**config.mk**
```make
export PLATFORM = sky130hd
export DESIGN_NAME = crc8_response_word_checker_core
export DESIGN_NICKNAME = d
export VERILOG_FILES = /design/src/rtl/crc8rwc_pkg.sv /design/src/rtl/crc8rwc_cfg.sv /design/src/rtl/crc8rwc_assembler.sv /design/src/rtl/crc8rwc_out_reg.sv /design/src/rtl/crc8_response_word_checker_core.sv
export SDC_FILE = /design/constraint.sdc
export NUM_CORES = 1
export LEC_CHECK = 0
export ABC_AREA = 1
export BUFFER_PORTS_ARGS = -buffer_cell sky130_fd_sc_hd__buf_4
export CELL_PAD_IN_SITES_DETAIL_PLACEMENT = 2
export CELL_PAD_IN_SITES_GLOBAL_PLACEMENT = 2
export CORE_MARGIN = 2
export CORE_UTILIZATION = 34
export CTS_CLUSTER_SIZE = 10
export DETAILED_ROUTE_END_ITERATION = 8
export GPL_TIMING_DRIVEN = 0
export PLACE_DENSITY_LB_ADDON = 0.1
export SLEW_MARGIN = 20
export SYNTH_ARGS = -nofsm -noshare
export SYNTH_HDL_FRONTEND = slang
export SYNTH_SLANG_ARGS = --single-unit
```
**constraint.sdc**
```tcl
create_clock -name aclk -period 3.45 [get_ports aclk]
set_clock_uncertainty 0.15 [all_clocks]
set_input_delay 0.1725 -clock aclk [delete_from_list [all_inputs] [get_ports aclk]]
set_output_delay 0.1725 -clock aclk [all_outputs]
set_load 0.005 [all_outputs]
```
**src/rtl/crc8rwc_pkg.sv**
```systemverilog
`default_nettype none

package crc8rwc_pkg;

    localparam int unsigned BYTE_W    = 8;
    localparam int unsigned WORD_W    = 2 * BYTE_W;
    localparam int unsigned CFG_IDX_W = 1;

    localparam logic [BYTE_W-1:0] CRC_INIT_RESET = 8'hFF;
    localparam logic [BYTE_W-1:0] CRC_POLY_RESET = 8'h31;

    localparam logic [CFG_IDX_W-1:0] REG_CRC_INIT = 1'b0;
    localparam logic [CFG_IDX_W-1:0] REG_CRC_POLY = 1'b1;

    typedef enum logic [1:0] {
        POS_HIGH = 2'd0,
        POS_LOW  = 2'd1,
        POS_CRC  = 2'd2
    } pos_t;

    typedef struct packed {
        logic [BYTE_W-1:0] crc_init;
        logic [BYTE_W-1:0] crc_poly;
    } cfg_t;

    typedef struct packed {
        logic [WORD_W-1:0] data_word;
        logic              crc_match;
        logic              all_match;
        logic              last_word;
    } word_result_t;

    function automatic logic [BYTE_W-1:0] crc8_byte(
        input logic [BYTE_W-1:0] crc,
        input logic [BYTE_W-1:0] data,
        input logic [BYTE_W-1:0] poly
    );
        logic [BYTE_W-1:0] r;
        r = crc ^ data;
        for (int i = 0; i < BYTE_W; i++) begin
            if (r[BYTE_W-1]) begin
                r = {r[BYTE_W-2:0], 1'b0} ^ poly;
            end else begin
                r = {r[BYTE_W-2:0], 1'b0};
            end
        end
        return r;
    endfunction

endpackage

`default_nettype wire

```
**src/rtl/crc8rwc_cfg.sv**
```systemverilog
`default_nettype none

module crc8rwc_cfg
    import crc8rwc_pkg::*;
(
    input  wire logic                 aclk,
    input  wire logic                 aresetn,
    input  wire logic                 cfg_wr_en,
    input  wire logic [CFG_IDX_W-1:0] cfg_index,
    input  wire logic [BYTE_W-1:0]    cfg_wdata,
    output cfg_t                      cfg
);

    cfg_t cfg_reg;
    cfg_t cfg_next;

    always_comb begin
        cfg_next = cfg_reg;
        if (cfg_wr_en) begin
            unique case (cfg_index)
                REG_CRC_INIT: cfg_next.crc_init = cfg_wdata;
                REG_CRC_POLY: cfg_next.crc_poly = cfg_wdata;
                default:      cfg_next = cfg_reg;
            endcase
        end
    end

    always_ff @(posedge aclk) begin
        if (!aresetn) begin
            cfg_reg.crc_init <= CRC_INIT_RESET;
            cfg_reg.crc_poly <= CRC_POLY_RESET;
        end else begin
            cfg_reg <= cfg_next;
        end
    end

    assign cfg = cfg_reg;

endmodule

`default_nettype wire

```
**src/rtl/crc8rwc_assembler.sv**
```systemverilog
`default_nettype none

module crc8rwc_assembler
    import crc8rwc_pkg::*;
(
    input  wire logic              aclk,
    input  wire logic              aresetn,
    input  wire logic              accept,
    input  wire logic [BYTE_W-1:0] rx_byte,
    input  wire logic              first_byte,
    input  wire logic              final_byte,
    input  wire cfg_t              cfg,
    output logic                   emit,
    output word_result_t           result
);

    pos_t              pos_reg, pos_next;
    logic              ok_reg, ok_next;
    logic [BYTE_W-1:0] high_reg, high_next;
    logic [BYTE_W-1:0] low_reg, low_next;
    logic [BYTE_W-1:0] crc_reg, crc_next;

    pos_t pos_eff;
    logic ok_eff;
    logic match;

    always_comb begin
        pos_eff   = first_byte ? POS_HIGH : pos_reg;
        ok_eff    = first_byte | ok_reg;
        match     = (rx_byte == crc_reg);
        pos_next  = pos_reg;
        ok_next   = ok_reg;
        high_next = high_reg;
        low_next  = low_reg;
        crc_next  = crc_reg;
        emit      = 1'b0;
        result.data_word = {high_reg, low_reg};
        result.crc_match = match;
        result.all_match = ok_eff & match;
        result.last_word = final_byte;
        if (accept) begin
            ok_next = ok_eff;
            unique case (pos_eff)
                POS_LOW: begin
                    low_next = rx_byte;
                    crc_next = crc8_byte(crc_reg, rx_byte, cfg.crc_poly);
                    pos_next = POS_CRC;
                end
                POS_CRC: begin
                    emit     = 1'b1;
                    ok_next  = ok_eff & match;
                    pos_next = POS_HIGH;
                end
                default: begin
                    high_next = rx_byte;
                    crc_next  = crc8_byte(cfg.crc_init, rx_byte, cfg.crc_poly);
                    pos_next  = POS_LOW;
                end
            endcase
            if (final_byte) begin
                pos_next = POS_HIGH;
                ok_next  = 1'b1;
            end
        end
    end

    always_ff @(posedge aclk) begin
        if (!aresetn) begin
            pos_reg <= POS_HIGH;
            ok_reg  <= 1'b1;
        end else begin
            pos_reg <= pos_next;
            ok_reg  <= ok_next;
        end
    end

    always_ff @(posedge aclk) begin
        high_reg <= high_next;
        low_reg  <= low_next;
        crc_reg  <= crc_next;
    end

    a_emit_needs_accept: assert property (@(posedge aclk) disable iff (!aresetn)
        emit |-> accept)
        else $error("word emitted without an accepted byte");

    a_high_to_low: assert property (@(posedge aclk) disable iff (!aresetn)
        accept && pos_eff == POS_HIGH && !final_byte |=> pos_reg == POS_LOW)
        else $error("high byte did not advance to low byte");

    a_final_restart: assert property (@(posedge aclk) disable iff (!aresetn)
        accept && final_byte |=> pos_reg == POS_HIGH && ok_reg)
        else $error("final byte did not restart the response");

    a_emit_on_crc: assert property (@(posedge aclk) disable iff (!aresetn)
        emit |-> pos_eff == POS_CRC)
        else $error("word emitted off the CRC byte");

endmodule

`default_nettype wire

```
**src/rtl/crc8rwc_out_reg.sv**
```systemverilog
`default_nettype none

module crc8rwc_out_reg
    import crc8rwc_pkg::*;
(
    input  wire logic         aclk,
    input  wire logic         aresetn,
    input  wire logic         load,
    input  wire word_result_t result_in,
    input  wire logic         m_ready,
    output logic              m_valid,
    output logic              space,
    output word_result_t      result_out
);

    logic         valid_reg, valid_next;
    word_result_t data_reg, data_next;

    always_comb begin
        space      = !valid_reg || m_ready;
        valid_next = load ? 1'b1 : (valid_reg && !m_ready);
        data_next  = load ? result_in : data_reg;
    end

    always_ff @(posedge aclk) begin
        if (!aresetn) begin
            valid_reg <= 1'b0;
        end else begin
            valid_reg <= valid_next;
        end
    end

    always_ff @(posedge aclk) begin
        data_reg <= data_next;
    end

    assign m_valid    = valid_reg;
    assign result_out = data_reg;

    a_load_shows: assert property (@(posedge aclk) disable iff (!aresetn)
        load |=> m_valid && result_out == $past(result_in))
        else $error("loaded word not presented");

endmodule

`default_nettype wire

```
**src/rtl/crc8_response_word_checker_core.sv**
```systemverilog
`default_nettype none

// Checks a sensor response that arrives one byte per transaction in groups of
// high byte, low byte and CRC-8 byte. The CRC (MSB first, polynomial and seed
// set by crc_poly and crc_init) runs over the two data bytes; on each CRC byte
// one result carries the word, its match flag, a sticky all-words-matched flag
// and the last-word mark. s_first_byte restarts a response; s_final_byte ends
// it and drops a partial group. One byte is taken every cycle; input stalls
// only while the output register is full and not being read. The CRC of a
// byte is eight unrolled XOR steps between the state registers, and the result
// appears in the output register the cycle after its CRC byte is taken.

module crc8_response_word_checker_core
    import crc8rwc_pkg::*;
(
    input  wire logic                 aclk,
    input  wire logic                 aresetn,
    input  wire logic                 cfg_wr_en,
    input  wire logic [CFG_IDX_W-1:0] cfg_index,
    input  wire logic [BYTE_W-1:0]    cfg_wdata,
    input  wire logic                 s_valid,
    output logic                      s_ready,
    input  wire logic [BYTE_W-1:0]    s_rx_byte,
    input  wire logic                 s_first_byte,
    input  wire logic                 s_final_byte,
    output logic                      m_valid,
    input  wire logic                 m_ready,
    output logic [WORD_W-1:0]         m_data_word,
    output logic                      m_crc_match,
    output logic                      m_all_match,
    output logic                      m_last_word
);

    cfg_t         cfg;
    logic         accept;
    logic         emit;
    logic         space;
    word_result_t result;
    word_result_t result_q;

    assign s_ready = space;
    assign accept  = s_valid && space;

    crc8rwc_cfg u_cfg (
        .aclk      (aclk),
        .aresetn   (aresetn),
        .cfg_wr_en (cfg_wr_en),
        .cfg_index (cfg_index),
        .cfg_wdata (cfg_wdata),
        .cfg       (cfg)
    );

    crc8rwc_assembler u_assembler (
        .aclk       (aclk),
        .aresetn    (aresetn),
        .accept     (accept),
        .rx_byte    (s_rx_byte),
        .first_byte (s_first_byte),
        .final_byte (s_final_byte),
        .cfg        (cfg),
        .emit       (emit),
        .result     (result)
    );

    crc8rwc_out_reg u_out_reg (
        .aclk       (aclk),
        .aresetn    (aresetn),
        .load       (emit),
        .result_in  (result),
        .m_ready    (m_ready),
        .m_valid    (m_valid),
        .space      (space),
        .result_out (result_q)
    );

    assign m_data_word = result_q.data_word;
    assign m_crc_match = result_q.crc_match;
    assign m_all_match = result_q.all_match;
    assign m_last_word = result_q.last_word;

endmodule

`default_nettype wire
```
======== After elaboration in Yosys (flattened, before gate mapping) ========
Index checks and enable logic that the tools add are counted.
word-level totals
  word-level logic and storage cells ...... 102
  output and inout port bits .............. 21
  input bits .............................. 24
  flip-flop bits (word level) ............. 63
operators by class
  equality and inequality tests ........... 3
  reduce and logical (&&, ||, !) cells .... 11
  bitwise operators ....................... 23
  muxes and demuxes ....................... 53
operators with widths
  kind                  number
  $mux W8               44
  $xor A8 B8 Y8         18
  $pmux W8 S2           1
  $reduce_and A2 Y1     5
  $eq A8 B8 Y1          1
  $mux W1               5
  $mux W2               2
  $pmux W2 S2           1
  $not A1 Y1            3
  $eq A2 B1 Y1 const B  1
  $eq A2 B2 Y1 const B  1
  $logic_and A1 B1 Y1   2
  $logic_not A1 Y1      2
  $reduce_or A2 Y1      1
  $and A1 B1 Y1         1
  $logic_or A1 B1 Y1    1
  $or A1 B1 Y1          1

======== Logic depth before layout (Yosys ltp) ========
Gate-level depths: netlist (run 1).
  depth in word-level cells ............... 32
  gate-level depth with buffers ........... 29

======== Hierarchy ========
A second synthesis (run 1) with hierarchy kept.
unflattened totals
  cells, all modules ...................... 824
  area total of the unflattened synthesis .. 5316.3 sq um
modules (own cells, without submodules)
  module                           seq. area each (sq um)  area an instance (sq um)  instances  cells an instance
  crc8rwc_assembler                780.7                   4086.4                    1          716
  crc8rwc_out_reg                  590.6                   616.8                     1          25
  crc8rwc_cfg                      320.3                   605.6                     1          81
  crc8_response_word_checker_core  0.0                     7.5                       1          2

======== Worst setup path before layout (run 1) ========
OpenSTA, ideal clock, no wires.
  path type ............................... reg-to-reg
  start ................................... reg u_assembler.crc_reg[7]
  end ..................................... reg u_assembler.crc_reg[4] (data pin)
  path buffers ............................ 2
  setup time .............................. 255 ps
  required time ........................... 3045 ps
  arrival ................................. 2541 ps
  stages on the path, launching flop included .. 27
  slack ................................... 504 ps
  path through ............................ edfxtp_1 inv_1 nand2_1 nand2_2 nand3_2 nand3_1 inv_1 nand2_1 nand2_2 inv_1 nand3_2 nand2_2 buf_6 nand2_1 nand2_1 nand2_2 nand2_2 nand3_1 inv_1 nand2_1 nand2_2 nand3_1 nand2_2 buf_6 nand3_1 nand3_1 nand2_1
on the way
  cells in the longest elaborated chain, start to end .. 30
ends and longest elaborated chain
  item                                      line                                        RTL
  start: declaration                        crc8rwc_assembler.sv:21                     logic [BYTE_W-1:0] crc_reg, crc_next;
  start signal: assignment                  crc8rwc_assembler.sv:80                     crc_reg <= crc_next;
  $xor A8 B8 Y8 (*)                         crc8rwc_pkg.sv:39                           r = crc ^ data;
  $mux W8 (*)                               crc8rwc_pkg.sv:41                           if (r[BYTE_W-1]) begin
  $mux W8 (*)                               crc8rwc_assembler.sv:43                     unique case (pos_eff)
  $mux W8 (*)                               crc8rwc_assembler.sv:41                     if (accept) begin
  $xor A8 B8 Y8                             crc8rwc_pkg.sv:42                           r = {r[BYTE_W-2:0], 1'b0} ^ poly;
  $mux W8 (*)                               crc8rwc_pkg.sv:41
  $mux W8 (*)                               crc8rwc_assembler.sv:43
  $mux W8 (*)                               crc8rwc_assembler.sv:41
  [... 14 more ...]                         n/a
  $mux W8 (*)                               crc8rwc_assembler.sv:41
  $xor A8 B8 Y8 or $mux W8 (tied branches)  crc8rwc_pkg.sv:42, crc8rwc_assembler.sv:41
  $mux W8 (*)                               crc8rwc_pkg.sv:41
  $mux W8 (*)                               crc8rwc_assembler.sv:43
  $mux W8 (*)                               crc8rwc_assembler.sv:41
  $xor A8 B8 Y8 or $mux W8 (tied branches)  crc8rwc_pkg.sv:42, crc8rwc_assembler.sv:41
  $mux W8 (*)                               crc8rwc_pkg.sv:41
  $pmux W8 S2 (*)                           crc8rwc_assembler.sv:43
Mark *: on every way between the ends. The rest lies on a longest branch, timed or not. The select of a mux whose other input is x is not followed.
A chain may end at the register's enable or synchronous reset.

======== Worst setup path after layout (run 1) ========
Ends and elaborated chain as after synthesis.

==> impl_summary.txt, run 1 <==
----------------------------------------------------
[Timing]
  Normalized max-slew margin ... 25.8%
  Final critical-path share of the clock period ... 110%
  Worst hold slack ... 20.6 ps
  Setup repair after global routing missed its margin ... true
  Number of max-slew violations in the final report ... 0
  Max Clk Rate ... 0.265 GHz
  Slew at the pin closest to its max-slew limit ... 1110 ps
  Number of setup violations in the final report ... 9
  PnR worst setup slack ... -329 ps
  Hold Vio Cnt, Final ... 0
  Min cycle time layout ... 3780 ps

[Clock tree]
  Clock-pin slew of the registers on the worst-case setup and hold paths ... 70 ps
  Clock tree from TritonCTS ... built
  Deepest clock path buffer count ... 2
  Total number of H-tree levels ... 3
  Number of buffers created by CTS ... 9
  Clock latency at the later pin of the worst-skew pair ... 350 ps
  Number of sinks handled by clock tree synthesis ... 63
  CTS root buffer ... clkbuf_16

[Layout]
  Synthesis-to-finish area growth ... 40.9%
  Antenna fix cells ... 0
  Number of nets in the final layout ... 855
  Flip-flop count of the largest register after layout ... 19
  Proportion of layout cells with a drive suffix above 1 ... 33.9%
  Final core utilization ... 49.1%

[Worst setup path]
  CP Depth ... 29
  Crit path arrival time ... 3720 ps
  Cell at the slowest stage of the critical path ... edfxtp_1
  Start of the worst register-to-register path ... u_assembler.crc_reg[7]$_DFFE_PP_
  Critical path buffers and inverters ... 8
  Maximum fanout count along the critical path ... 7
  Cell family with the largest share of critical-path delay ... simple AND/OR/NAND/NOR gates
  Crit path required time ... 3400 ps
  Startpoint types ... register
  Delay of the slowest cell on the worst path ... 490 ps
  Critical path class ... reg2reg
  Destination of the worst register-to-register timing path ... u_assembler.crc_reg[4]$_DFFE_PP_
  Critical Path Most Common Cell ... nand2_2
  Register-to-Register Setup Slack ... -330 ps
  Critical Path End Type ... register
  Worst Reg2Reg Path Length in Cells ... 29

[GRT]
  Grt total ovfl ... 0
  Number of antenna violations at the first check in global routing ... 1
  Maximum number of pins on one net before global-route repair ... 20
  Number of global-route vias before repair ... 5,983
  GRT Resource Usage Total ... 29.2%
  Wire length of the first global-routing pass ... 35.7 mm

[Synthesis]
  Area fraction of the dominant cell type after synthesis ... 25.5%
  Instance count of the mapped netlist ... 722
  Synth top area cells ... edfxtp_1, nand2_1, nand3_1
  Synthesized net count ... 748
  Number of distinct library cells after synthesis ... 32
  Synthesis warning total ... 0
  Post-Synthesis Cell Area ... 5060 um^2
  Post-synthesis register bit count ... 63
  Fraction of the yosys area taken by sequential cells ... 33.4%
  Mean area per synthesized cell ... 7.01 um^2
  Synth area leader ... edfxtp_1

[Floorplanning]
  Overall die width ... 126 um
  Height of the die ... 126 um
  Initial standard-cell utilization of the core ... 34.8%
  Number of I/O pins ... 45
  FP Rows ... 44
  Die area ... 15,900 um^2
  Core region area ... 14,500 um^2

[Pwr]
  Power density of the placed cells ... 1180 nW/um^2
  VDD IR-drop max ... 0.000802 V
  Leak pwr ... 3.26 nW

[Placement]
  Number of input and output port buffers inserted ... 43
  HPWL after DPL ... 14.6 mm
  Weighted congestion reported at the end of routability-driven placement ... 0.808

[Detailed routing]
  Final routed wire length divided by cell count ... 27.7 um
  Post-route ant nets ... 0
  Total wirelength of the detailed-routed design ... 28.2 mm
  Detail-routed via count per cell ... 5.69
  1st-pass router iterations ... 7
  Number of vias after detailed routing ... 5,797
  Violation count after the first detailed-route iteration ... 497
  Detailed-route DRC error count ... 0

[Job]
  Number of maximum-capacitance violations ... 0

[Run status]
  Violations in the final reports ... setup timing
  Status ... finished, violations left

[Min path]
  Beginning of the worst hold path ... cfg_wdata[7]
  Sink of the worst hold path ... u_cfg.cfg[15]$_SDFFE_PN1P_
  Hold-critical path depth ... 3
  HP Class ... in2reg

----------------------------------------------------
cell families (layout without fill, tap and decap cells):
family | count (synthesis) | count (layout) | synth area share, %
flip-flops | 63 | 63 | 33.4
AO/OA/AOI/OAI | 32 | 32 | 3.54
XOR/XNOR | 72 | 72 | 13.0
AND/OR/NAND/NOR | 443 | 443 | 40.6
buffers and inverters | 110 | 222 | 8.93
adder cells (fa/ha/maj) | 2 | 2 | 0.494
layer usage:
metal / routed length, um / global-route usage (%) / up-vias
met4: 1240 / 10.9 / 0
li1: - / - / 2523
met3: 1180 / 2.93 / 87
met5: 0 / 0 / -
met1: 11100 / 34.9 / 2963
met2: 14700 / 54.1 / 224
through the flow:
stage | setup TNS [ps] | total power, mW | area, um^2 | setup WS (ps) | std cells
after CTS | 0 | 6.81 | 6490 | 2.48 | 998
after floorplan | 0 | 3.99 | 5060 | 504 | 722
after global routing | -4400 | 8.92 | 7130 | -488 | 1018
final | -2720 | 8.45 | 7130 | -329 | 1018
after detailed placement | -5380 | 4.95 | 5620 | -733 | 949
after global placement | -4270 | 4.73 | 5610 | -592 | 949
worst reg2reg max path, delay by kind of cell, from the launching register on:
family	cells	cell delay, ps
AOI/OAI and AO/OA	1	200
buffers and inverters	8	770
DFF	1	490
and+or+nand+nor	20	1930
repair_timing:
action / 4_1_cts / 5_1_grt
hold endpoints to repair: 27 / 0
gates cloned: 1 / 1
pin swaps: 22 / 57
hold buffers: 16 / 0
endpoints found under the setup margin: 8 / 8
resized for setup: 68 / 113
setup buffers: 18 / 19
where the power goes:
part	total, mW	switching (mW)	internal [mW]
logic	6.50	4.00	2.51
clock network	0.951	0.402	0.549
registers	0.997	0.0869	0.910
cell type report:
| cell class | instances | area [um^2] |
|---|---|---|
| Buffer | 25 | 165 |
| Fill cell | 1623 | 7400 |
| Clock inverter | 3 | 15.0 |
| Inverter | 84 | 325 |
| Multi-Input combinational cell | 549 | 3590 |
| Clock buffer | 13 | 272 |
| Sequential cell | 63 | 1700 |
| Timing Repair Buffer | 97 | 838 |
| Tap cell | 184 | 230 |
worst max-delay path by stage:
stage	from	endpoint	slack, ps
after floorplan	u_assembler.crc_reg[7]$_DFFE_PP_	u_assembler.crc_reg[4]$_DFFE_PP_	500
after global placement	u_cfg.cfg[4]$_SDFFE_PN1P_	u_assembler.crc_reg[6]$_DFFE_PP_	-590
after detailed placement	u_cfg.cfg[4]$_SDFFE_PN1P_	u_assembler.crc_reg[5]$_DFFE_PP_	-730
after CTS	u_cfg.cfg[1]$_SDFFE_PN0P_	u_assembler.crc_reg[6]$_DFFE_PP_	2
after global routing	u_cfg.cfg[15]$_SDFFE_PN1P_	u_assembler.crc_reg[7]$_DFFE_PP_	-490
final	u_assembler.crc_reg[7]$_DFFE_PP_	u_assembler.crc_reg[4]$_DFFE_PP_	-330
cells in the final DEF, fill, tap and decap left out, types with 11 or more instances in the layout:
cell type / n
buf_4: 78
clkbuf_16: 11
dfxtp_1: 16
dlygate4sd3_1: 16
edfxtp_1: 43
inv_1: 59
inv_2: 20
nand2_1: 185
nand2_2: 45
nand2_4: 25
nand3_1: 87
nand3_2: 22
nand3_4: 16
nor2_1: 35
xnor2_1: 28
xnor2_2: 13
xor2_1: 26
cells in the mapped netlist (all sizes together):
cell type  number
ha              2
nand2         257
clkinv          2
dfxtp          20
xnor2          42
xor2           30
o211ai          6
nor3            2
clkbuf         11
buf            15
edfxtp         43
nand3         125
a21oi           8
inv            82
nand4           7
nor2           52
o21ai          18
Note: power is estimated with default switching activity, not from simulation.
==> inputs of run 2 (changes only) <==
- CORE_MARGIN: 2 -> 3
==> run 2 against run 1 <==
Effect of this change: the run still ends with setup timing left; maximum frequency fell by 7.8%; via count rose by 5.1%; final cell count rose by 0.79%; global-route usage rose by 3.0 points; combinational power rose by 13%; worst hold slack improved by 150 ps; die area rose by 3.2%.
==> impl_summary.txt, run 2 (synthesized netlist as in run 1, its figures left out) <==
----------------------------------------------------
[Run status]
  Status ... finished, violations left
  Violations in the final reports ... setup timing

[Floorplanning]
  Overall die width ... 128 um (+1.6%)
  Number of I/O pins ... 45 (unchanged)
  Die area ... 16,400 um^2 (+3.2%)
  Height of the die ... 128 um (+1.6%)
  Initial standard-cell utilization of the core ... 35.6% (+0.81 points)
  Core region area ... 14,200 um^2 (-2.3%)
  FP Rows ... 43 (-2.3%)

[Clock tree]
  Clock latency at the later pin of the worst-skew pair ... 360 ps (about the same)
  Total number of H-tree levels ... 3 (unchanged)
  CTS root buffer ... clkbuf_16
  Deepest clock path buffer count ... 2 (unchanged)
  Clock tree from TritonCTS ... built
  Clock-pin slew of the registers on the worst-case setup and hold paths ... 80 ps (about the same)
  Number of sinks handled by clock tree synthesis ... 63 (unchanged)
  Number of buffers created by CTS ... 9 (unchanged)

[Worst setup path]
  Cell at the slowest stage of the critical path ... edfxtp_1
  Series of cell instances along the critical path ... inv_2 -> nand2_2 -> nand2_4 -> nand3_4 -> nand3_4 -> inv_2 -> nand2_4 -> nand2_4 -> nor2_1 -> xor2_2 -> xnor2_4 -> xor2_2 -> nand2_2 -> nand2_4 -> nand3_2 -> nand2_4 -> buf_6 -> o21ai_1 -> a21oi_1
  Delay of the slowest cell on the worst path ... 530 ps (+40 ps)
  Crit path required time ... 3420 ps (+20 ps)
  Critical Path End Type ... register
  Critical path class ... reg2reg
  Crit path arrival time ... 4070 ps (+350 ps)
  Critical path buffers and inverters ... 3 (-5)
  Maximum fanout count along the critical path ... 7 (unchanged)
  Worst Reg2Reg Path Length in Cells ... 19 (-34%)
  Beginning of the critical path ... u_assembler.crc_reg[7]$_DFFE_PP_
  Register-to-Register Setup Slack ... -650 ps (-320 ps)
  Critical Path Most Common Cell ... nand2_4
  Startpoint types ... register
  Cell family with the largest share of critical-path delay ... simple AND/OR/NAND/NOR gates
  Destination of the worst register-to-register timing path ... u_assembler.crc_reg[0]$_DFFE_PP_
  Start of the worst register-to-register path ... u_assembler.crc_reg[7]$_DFFE_PP_

[Layout]
  Filler Cell Count ... 1,551 (-4.4%)
  Antenna fix cells ... 0 (unchanged)
  Leading cell type in the layout, fill and taps excluded ... nand2_1
  Final standard cell count with taps included and fillers excluded ... 1,026 (+0.79%)
  Most used cells in the layout excluding fill and tap cells ... nand2_1, buf_4, nand3_1
  Flip-flop count of the largest register after layout ... 19 (unchanged)
  Area of all placed cells without fillers ... 7400 um^2 (+3.7%)
  Proportion of layout cells with a drive suffix above 1 ... 39.6% (+5.7 points)
  Synthesis-to-finish area growth ... 46.2%
  Number of nets in the final layout ... 867 (+1.4%)

[Placement]
  Number of input and output port buffers inserted ... 43 (unchanged)
  Weighted congestion reported at the end of routability-driven placement ... 0.827 (+2.3%)
  Setup slack at placement ... -828 ps (-94.6 ps)
  HPWL after DPL ... 14.6 mm (about the same)
  Area post-placement ... 5610 um^2 (about the same)
  Number of placed cells counting well taps ... 945 (-0.42%)

[Pwr]
  Sw Ratio ... 55.2% (+2.1 points)
  Combinational fraction of design power ... 78.6% (+1.7 points)
  VDD IR-drop max ... 0.00173 V (+120%)
  Internal Pwr Total ... 4.20 mW (+5.8%)
  Power density of the placed cells ... 1270 nW/um^2 (+6.8%)
  Clock network power share ... 10.6% (-0.7 points)
  Leak pwr ... 3.36 nW (+3.1%)
  Part of the total power dissipated in sequential elements ... 10.9% (-0.9 points)
  Net load switching power ... 5.17 mW (+15%)

[Timing]
  Hold Vio Cnt, Final ... 0 (unchanged)
  Final critical-path share of the clock period ... 119% (+9.2 points)
  Number of max-slew violations in the final report ... 0 (unchanged)
  Min cycle time layout ... 4100 ps (+318 ps)
  PnR worst setup slack ... -647 ps (-318 ps)
  Setup repair after global routing missed its margin ... true
  Slew at the pin closest to its max-slew limit ... 1160 ps (+54.7 ps)
  Max Clk Rate ... 0.244 GHz (-7.8%)
  Number of setup violations in the final report ... 9 (unchanged)
  Normalized max-slew margin ... 22.1% (-3.7 points)

[Detailed routing]
  Post-route ant nets ... 0 (unchanged)
  Total wirelength of the detailed-routed design ... 32.9 mm (+17%)
  Detailed-route DRC error count ... 0 (unchanged)
  Final routed wire length divided by cell count ... 32.1 um (+16%)
  Detail-routed via count per cell ... 5.94 (+4.3%)
  1st-pass router iterations ... 5 (-2)
  Number of vias after detailed routing ... 6,092 (+5.1%)
  Violation count after the first detailed-route iteration ... 522 (+5.0%)

[GRT]
  Number of global-route vias before repair ... 6,458 (+7.9%)
  Global routing usage on met3 ... 5.67% (+2.7 points)
  Wire length of the first global-routing pass ... 39.8 mm (+11%)
  Maximum number of pins on one net before global-route repair ... 20 (unchanged)
  Busiest layer in global routing ... met2
  Met2 track utilization from global routing ... 57.5% (+3.4 points)
  Grt total ovfl ... 0 (unchanged)
  Number of antenna violations at the first check in global routing ... 0 (-1)
  Met1 demand-to-capacity share in global routing ... 36.9% (+2.0 points)
  GRT Resource Usage Total ... 32.3% (+3.0 points)

[Min path]
  HP Class ... in2reg
  Beginning of the worst hold path ... m_ready
  Hold-critical path depth ... 6 (+3)
  Sink of the worst hold path ... u_out_reg.m_valid$_SDFF_PN0_

[Job]
  Number of maximum-capacitance violations ... 0 (unchanged)

----------------------------------------------------
[run 2: cell types whose count changed in the layout (fill, tap and decap cells not counted), moves of 4 or more]
cell,previous run,this run
nand2_2,45,58
xor2_1,26,22
buf_6,5,10
nand3_1,87,80
buf_4,78,86
nand2_1,185,164
xor2_2,3,7
nand2_4,25,34
nand3_2,22,29
[run 2: through the flow]
| stage | total power, mW | TNS, ps | util, % | hold WS (ps) |
|---|---|---|---|---|
| after detailed placement | 4.97 | -6250 | 39.5 | 240 |
| after CTS | 6.70 | -15.9 | 46.1 | 141 |
| after floorplan | 3.99 | 0 | - | 121 |
| final | 9.36 | -3820 | 52.1 | 175 |
| after global placement | 4.71 | -4850 | 39.5 | 235 |
| after global routing | 9.72 | -5150 | 52.1 | 218 |
[run 2: worst max path at each step]
stage / endpoint / slack [ps] / cells past startpoint
final: u_assembler.crc_reg[0]$_DFFE_PP_ / -650 / 19
after global placement: u_assembler.crc_reg[5]$_DFFE_PP_ / -660 / 19
after detailed placement: u_assembler.crc_reg[2]$_DFFE_PP_ / -830 / 20
after global routing: u_assembler.crc_reg[0]$_DFFE_PP_ / -700 / 21
after CTS: u_assembler.crc_reg[2]$_DFFE_PP_ / -10 / 25
after floorplan: u_assembler.crc_reg[4]$_DFFE_PP_ / 500 / 26
[run 2: cell type report]
cell class	instances	area, um^2	share of cell area, %
inverters	84	325	4.40
flip-flops and latches	63	1700	22.9
plain buffers	24	158	2.13
well taps	180	225	3.04
multi-input cells	550	3780	51.1
clock inverters	4	45.0	0.609
clock buffers	12	246	3.33
repair buffers	109	926	12.5
[run 2: repair_timing]
item / CTS / global route
hold endpoints to repair: 27 / 0
resized for setup: 67 / 161
hold buffers: 17 / 0
setup buffers: 25 / 23
endpoints found under the setup margin: 8 / 9
pin swaps: 26 / 86
cloned: 2 / 1
[run 2: power by group through the flow]
stage	Sequential, mW	Combinational, mW	Clock (mW)
2_1_floorplan	0.956	3.04	0
3_3_place_gp	0.965	3.75	0
3_5_place_dp	0.974	4.00	0
4_1_cts	0.972	4.82	0.903
5_1_grt	1.01	7.70	1.01
6_report	1.02	7.36	0.991
[run 2: per-layer routing]
layer / share of wire, % / up-vias
met5: 0 / -
met4: 6.2 / 0
li1: - / 2541
met2: 50 / 354
met3: 6.8 / 137
met1: 37 / 3060
[run 2: worst register-to-register path, stage by stage, from the launching register on]
cell and delay [ps]:
edfxtp_1 530, inv_2 170, nand2_2 100, nand2_4 150, nand3_4 160, nand3_4 130
inv_2 60, nand2_4 90, nand2_4 90, nor2_1 280, xor2_2 380, xnor2_4 200
xor2_2 180, nand2_2 90, nand2_4 140, nand3_2 130, nand2_4 150, buf_6 160
o21ai_1 100, a21oi_1 410
